==> config.mk <==
export PLATFORM = sky130hd
export DESIGN_NAME = bounded_stable_priority_queue
export DESIGN_NICKNAME = d
export VERILOG_FILES = /design/src/sv/bspq_pkg.sv /design/src/sv/bspq_cell.sv /design/src/sv/bounded_stable_priority_queue.sv
export SDC_FILE = /design/constraint.sdc
export NUM_CORES = 2
export LEC_CHECK = 0
export BUFFER_PORTS_ARGS = -buffer_cell sky130_fd_sc_hd__buf_2
export CAP_MARGIN = 15
export CORE_MARGIN = 4
export CORE_UTILIZATION = 66
export DETAILED_ROUTE_END_ITERATION = 8
export PLACE_DENSITY = 0.81
export SLEW_MARGIN = 30
export SYNTH_ARGS = -nofsm -noshare
export SYNTH_HDL_FRONTEND = slang
export SYNTH_SLANG_ARGS = --single-unit
==> constraint.sdc <==
create_clock -name aclk -period 24.3 [get_ports aclk]
set_clock_uncertainty 0.2 [all_clocks]
set_input_delay 2.43 -clock aclk [delete_from_list [all_inputs] [get_ports aclk]]
set_output_delay 2.43 -clock aclk [all_outputs]
set_load 0.03 [all_outputs]
==> src/sv/bspq_pkg.sv <==
// types, constants and codes shared by the priority queue modules
package bspq_pkg;

    localparam int BSPQ_DEPTH   = 16;
    localparam int DATA_W       = 32;
    localparam int CFG_W        = 5;
    localparam int OUT_CNT_W    = 5;

    typedef enum logic {
        OP_INSERT = 1'b0,
        OP_REMOVE = 1'b1
    } op_kind_t;

    typedef struct packed {
        op_kind_t                   kind;
        logic signed [DATA_W-1:0]   item_value;
        logic signed [DATA_W-1:0]   item_priority;
    } in_item_t;

    typedef struct packed {
        logic signed [DATA_W-1:0]   head_value;
        logic signed [DATA_W-1:0]   head_priority;
        logic [OUT_CNT_W-1:0]       entry_count;
        logic                       is_empty;
        logic                       is_full;
        logic                       rejected;
    } out_item_t;

    typedef struct packed {
        logic signed [DATA_W-1:0]   value;
        logic signed [DATA_W-1:0]   prio;
    } slot_t;

    typedef struct packed {
        logic ins;
        logic rem;
    } cell_ctrl_t;

endpackage

==> src/sv/bspq_cell.sv <==
// one storage cell of the sorted shift chain
module bspq_cell import bspq_pkg::*; (
    input  logic        aclk,
    input  logic        aresetn,
    input  cell_ctrl_t  ctrl,
    input  slot_t       new_slot,
    input  logic        left_keep,
    input  logic        left_valid,
    input  slot_t       left_slot,
    input  logic        right_valid,
    input  slot_t       right_slot,
    output logic        valid,
    output slot_t       slot,
    output logic        keep,
    output logic        valid_nxt,
    output slot_t       slot_nxt
);

    logic  valid_reg;
    slot_t slot_reg;

    // equal priority stays ahead of a newcomer
    assign keep = valid_reg && (slot_reg.prio >= new_slot.prio);

    always_comb begin
        valid_nxt = valid_reg;
        slot_nxt  = slot_reg;
        if (ctrl.ins) begin
            if (!keep) begin
                valid_nxt = left_valid;
                slot_nxt  = left_keep ? new_slot : left_slot;
            end
        end else if (ctrl.rem) begin
            valid_nxt = right_valid;
            slot_nxt  = right_slot;
        end
    end

    always_ff @(posedge aclk) begin
        if (!aresetn) begin
            valid_reg <= 1'b0;
        end else begin
            valid_reg <= valid_nxt;
        end
        slot_reg <= slot_nxt;
    end

    assign valid = valid_reg;
    assign slot  = slot_reg;

endmodule

==> src/sv/bounded_stable_priority_queue.sv <==
// top level: sorted chain of cells with count, capacity and result register
//
//  channel  | ports                         | beat
//  ---------+-------------------------------+-------------------------------
//  input    | s_valid s_ready s_data        | insert pair or remove head
//  result   | m_valid m_ready m_data        | head, count and flags
//  config   | cfg_valid cfg_ready cfg_data  | max_entries
//
// one cycle per item: every cell compares its priority with the new one and
// shifts in the same edge; the result register is loaded on that edge and a
// new beat is taken while the result is being accepted. reset clears count and
// cell valid bits and sets capacity to the built depth, capped at CFG_MAX; a held result stalls
// the input side only.
module bounded_stable_priority_queue import bspq_pkg::*; #(
    parameter int DEPTH = BSPQ_DEPTH
) (
    input  logic               aclk,
    input  logic               aresetn,
    input  logic               s_valid,
    output logic               s_ready,
    input  in_item_t           s_data,
    output logic               m_valid,
    input  logic               m_ready,
    output out_item_t          m_data,
    input  logic               cfg_valid,
    output logic               cfg_ready,
    input  logic [CFG_W-1:0]   cfg_data
);

    localparam int CNT_W     = $clog2(DEPTH + 1);
    localparam int CAP_W     = (CNT_W > CFG_W) ? CNT_W : CFG_W;
    localparam int CFG_MAX   = (1 << CFG_W) - 1;
    localparam int MAX_RESET = (DEPTH > CFG_MAX) ? CFG_MAX : DEPTH;

    logic [CFG_W-1:0]  max_entries_reg;
    logic [CNT_W-1:0]  count_reg, count_next;
    logic              m_valid_reg;
    out_item_t         m_data_reg;

    logic [CAP_W-1:0]  cap, count_ext, count_next_ext, max_ext;
    logic              accept, full_now, do_ins, do_rem;
    cell_ctrl_t        ctrl;
    slot_t             new_slot;

    logic              valid_w [DEPTH];
    slot_t             slot_w  [DEPTH];
    logic              keep_w  [DEPTH];
    logic              valid_n_w [DEPTH];
    slot_t             slot_n_w  [DEPTH];

    assign cfg_ready = 1'b1;
    assign s_ready   = !m_valid_reg || m_ready;
    assign accept    = s_valid && s_ready;

    assign max_ext   = CAP_W'(max_entries_reg);
    assign count_ext = CAP_W'(count_reg);

    always_comb begin
        if (max_ext == '0) begin
            cap = CAP_W'(1);
        end else if (max_ext > CAP_W'(DEPTH)) begin
            cap = CAP_W'(DEPTH);
        end else begin
            cap = max_ext;
        end
    end

    assign full_now = count_ext >= cap;
    assign do_ins   = accept && (s_data.kind == OP_INSERT) && !full_now;
    assign do_rem   = accept && (s_data.kind == OP_REMOVE) && (count_reg != '0);
    assign ctrl     = '{ins: do_ins, rem: do_rem};
    assign new_slot = '{value: s_data.item_value, prio: s_data.item_priority};

    always_comb begin
        count_next = count_reg;
        if (do_ins) begin
            count_next = count_reg + CNT_W'(1);
        end else if (do_rem) begin
            count_next = count_reg - CNT_W'(1);
        end
    end

    assign count_next_ext = CAP_W'(count_next);

    for (genvar i = 0; i < DEPTH; i++) begin : g_cell
        logic  l_keep, l_valid, r_valid;
        slot_t l_slot, r_slot;

        if (i == 0) begin : g_first
            assign l_keep  = 1'b1;
            assign l_valid = 1'b1;
            assign l_slot  = new_slot;
        end else begin : g_mid
            assign l_keep  = keep_w[i-1];
            assign l_valid = valid_w[i-1];
            assign l_slot  = slot_w[i-1];
        end

        if (i == DEPTH - 1) begin : g_last
            assign r_valid = 1'b0;
            assign r_slot  = slot_w[i];
        end else begin : g_inner
            assign r_valid = valid_w[i+1];
            assign r_slot  = slot_w[i+1];
        end

        bspq_cell u_cell (
            .aclk        (aclk),
            .aresetn     (aresetn),
            .ctrl        (ctrl),
            .new_slot    (new_slot),
            .left_keep   (l_keep),
            .left_valid  (l_valid),
            .left_slot   (l_slot),
            .right_valid (r_valid),
            .right_slot  (r_slot),
            .valid       (valid_w[i]),
            .slot        (slot_w[i]),
            .keep        (keep_w[i]),
            .valid_nxt   (valid_n_w[i]),
            .slot_nxt    (slot_n_w[i])
        );
    end

    always_ff @(posedge aclk) begin
        if (!aresetn) begin
            max_entries_reg <= CFG_W'(MAX_RESET);
            count_reg       <= '0;
            m_valid_reg     <= 1'b0;
        end else begin
            if (cfg_valid && cfg_ready) begin
                max_entries_reg <= cfg_data;
            end
            count_reg <= count_next;
            if (accept) begin
                m_valid_reg <= 1'b1;
            end else if (m_ready) begin
                m_valid_reg <= 1'b0;
            end
        end
        if (accept) begin
            m_data_reg.head_value    <= valid_n_w[0] ? slot_n_w[0].value : '0;
            m_data_reg.head_priority <= valid_n_w[0] ? slot_n_w[0].prio : '0;
            m_data_reg.entry_count   <= OUT_CNT_W'(count_next_ext);
            m_data_reg.is_empty      <= count_next == '0;
            m_data_reg.is_full       <= count_next_ext >= cap;
            m_data_reg.rejected      <= (s_data.kind == OP_INSERT) && full_now;
        end
    end

    assign m_valid = m_valid_reg;
    assign m_data  = m_data_reg;

endmodule

==> results.json <==
{
  "synthFlopType": "edfxtp_1",
  "synth_cell_type_count": 85,
  "min_period_ns": 7.285,
  "syn_area_per_cell_um2": 10.31,
  "switching_share_pct": 37.47,
  "ys_seq_area_share_pct": 47.85,
  "tns_ns": 0,
  "grt_max_degree": 227,
  "start_util_pct": 66.91,
  "viasPerCell": 6.841,
  "yosys_warnings": 0,
  "path_delay_family": "buffers and inverters",
  "core_area_um2": 102500,
  "p_switching_mw": 2.901,
  "timing.fmax_ghz": 0.1373,
  "worst_slew_pin_slew_ns": 1.122,
  "power.density_nw_per_um2": 105.2,
  "final_common_cell": "nand2_1",
  "post-route-drc-count": 0,
  "synth-edff-count": 1032,
  "worst_slack_ns": 17.02,
  "criticalPathCategory": "in -> reg",
  "antenna_found_initial": 9,
  "cp_num_buf_inv": 7,
  "clockBufferDepth": 3,
  "cts_buffers": 118,
  "slowest_delay_ns": 0.88,
  "gp_congestion": 0.9643,
  "rsz0062_at_grt": "false",
  "cpMostUsedCell": "buf_4",
  "die_h_um": 330.3,
  "cpMaxStageDelayCell": "buf_4",
  "first_global_vias": 52570,
  "die_area_um2": 109100,
  "cts_tree": "done",
  "largest_reg_flops": 1024,
  "status": "finished clean",
  "cp-start-kind": "input port",
  "hold_path.class": "reg -> reg",
  "power_frac_comb_pct": 33.4,
  "fin_crit_sh_pct": 29.98,
  "drt-total-wl_um": 198400,
  "ios": 150,
  "internal-power_mw": 4.841,
  "post_cts_buffers": 0,
  "fill_cells": 7215,
  "area_growth_pct": 7.301,
  "dr.pass1.iters": 8,
  "relSlewSlack_pct": 24.40,
  "final_nets": 7063,
  "root_buffer": "clkbuf_16",
  "irDropWorstVdd_mv": 0.1205,
  "synth_seq_cells": 1123,
  "grt_overflow_total": 0,
  "syn_area_um2": 68570,
  "rows": 117,
  "critical_path_required_ns": 24.57,
  "antenna_left": 0,
  "reg2reg_depth": 16,
  "timing.hold.ws_ns": 0.3317,
  "grt.total_usage_pct": 35.60,
  "slew_violations": 0,
  "grt_pass1_wl_um": 303100,
  "cts.clk_slew.worst_paths_ns": 0.06,
  "drive_above_1_share_pct": 11.62,
  "hold_viol_final": 0,
  "cts_max_level": 3,
  "clock_latency_ns": 0.73,
  "final_cell_mix": "1033 x nand2_1, 1032 x edfxtp_1, 591 x o21ai_0, 572 x mux2i_1, 524 x ha_1",
  "synth_nets": 7252,
  "drv_cap": 0,
  "vias": 54310,
  "power.leakage_nw": 32.22,
  "die_w_um": 330.3,
  "seqPwrFrac_pct": 42.0,
  "wl_per_cell_um": 24.99,
  "clkPwrFrac_pct": 24.5,
  "synth_cells": 6653,
  "hold_depth": 2,
  "setup_viol": 0,
  "ctsResizeCount": 0,
  "async_flop_share_pct": 0,
  "path_cells": "buf_2 > nand2b_1 > nand3b_1 > a211o_1 > o41a_2 > buf_4 > buf_6 > buf_12 > buf_4 > buf_4 > buf_16 > o21ai_0 > o221a_1",
  "hold_buffers": 0,
  "post-place-ws_ns": 16.29,
  "crit_fanout": 226,
  "arrival_ns": 7.56,
  "dpl.hpwl_um": 124700,
  "io_buffer_count": 148,
  "path_depth": 13,
  "drt_iter0_drc": 6723,
  "end_kind": "flop",
  "cts.sinks": 1123
}
[worst paths after layout]
check                                                start                    endpoint  slack [ns]
worst max register to register          max_entries_reg[3]  g_cell[12].u_cell.slot[51]       18.13
worst min-delay path            g_cell[15].u_cell.slot[41]  g_cell[14].u_cell.slot[41]        0.33
worst min register to register  g_cell[15].u_cell.slot[41]  g_cell[14].u_cell.slot[41]        0.33
worst max-delay path                               m_ready  g_cell[12].u_cell.slot[51]       17.02
[per-layer routing]
layer	vias up	part of all wire (%)	GRT usage, %
met3	597	11	6.308
met1	26030	38	47.65
li1	24420	-	-
met5	-	0.017	0
met2	3262	46	56.54
met4	6	5.2	17.42
[logic make-up (layout without fill, tap and decap cells)]
group           Yosys count  after routing  synth area share (%)
simple gates           1896           1896                 11.87
compound gates         1844           1844                 16.97
flops                  1123           1123                 47.85
mux                     637            637                 9.421
buf+inv                 623            539                 4.253
fa+ha+maj               524            524                 9.562
xor+xnor                  5              5               0.06386
other cells               1              4              0.005469
[synthesized netlist by cell type (9+ instances only)]
cell,count,area (um2)
nand4_1,110,688.2
dfxtp_1,91,1822
o21ai_0,595,2978
mux2i_1,572,5725
nor3_1,78,390.4
nand3_1,45,225.2
edfxtp_1,1032,30990
buf_6,16,180.2
nor2_1,419,1573
a21o_1,105,788.3
clkbuf_2,25,125.1
ha_1,524,6556
inv_1,76,285.3
mux2_2,64,720.7
o21ai_1,101,505.5
buf_1,20,75.07
buf_2,177,885.9
nand2_1,1043,3915
and3_1,9,56.30
a31oi_1,68,425.4
a221oi_2,50,750.7
buf_4,30,225.2
a211oi_1,18,135.1
and2_1,75,469.2
a21oi_2,98,858.3
o22ai_1,72,450.4
o221a_2,59,664.4
o211ai_1,28,210.2
o21a_1,14,105.1
o221ai_1,16,140.1
a21oi_1,498,2492
a311oi_1,30,262.8
clkbuf_1,273,1025
nor4_1,17,106.4
nand3b_1,34,255.2
a221oi_1,20,175.2
nor2b_1,21,131.4
o221a_1,9,101.4
nand2b_1,12,75.07
[power groups by stage]
stage | clock network [mW] | logic (mW) | registers (mW)
after floorplan | 0 | 1.77 | 3.22
after global placement | 0 | 2.39 | 3.26
after detailed placement | 0 | 2.51 | 3.27
after CTS | 1.91 | 2.53 | 3.24
after global routing | 1.99 | 2.82 | 3.31
final | 1.90 | 2.59 | 3.26
[per-stage QoR]
stage	instances	power [mW]	area (um2)	utilization (%)
6_report	7940	7.743	73580	71.80
5_1_grt	7940	8.115	73580	71.80
4_1_cts	7936	7.676	73500	71.73
3_5_place_dp	7711	5.783	69480	67.80
3_3_place_gp	7707	5.644	69330	67.66
2_1_floorplan	6653	4.989	68570	-
[cell type report]
type | instances | area (um2) | area share (%)
clock inverters | 83 | 858.3 | 1.167
repair buffers | 238 | 1605 | 2.182
well taps | 1368 | 1712 | 2.326
multi-input cells | 4907 | 33120 | 45.02
inverters | 76 | 290.3 | 0.3945
clock buffers | 142 | 3164 | 4.301
diodes | 3 | 7.507 | 0.01020
flip-flops and latches | 1123 | 32820 | 44.60
[worst reg2reg max path, cell delays in order, from the launching register on]
cell	delay (ns)
dfxtp_1	0.36
nor3_1	0.05
nor2_1	0.13
nor2_1	0.09
ha_1	0.27
nand2b_1	0.09
a21o_1	0.12
a21o_1	0.21
o41a_2	0.16
buf_4	0.66
buf_6	0.77
buf_12	0.69
buf_4	0.89
buf_4	0.63
buf_16	0.31
o21ai_0	0.17
o221a_1	0.13
Power figures use the tool's default switching activity.
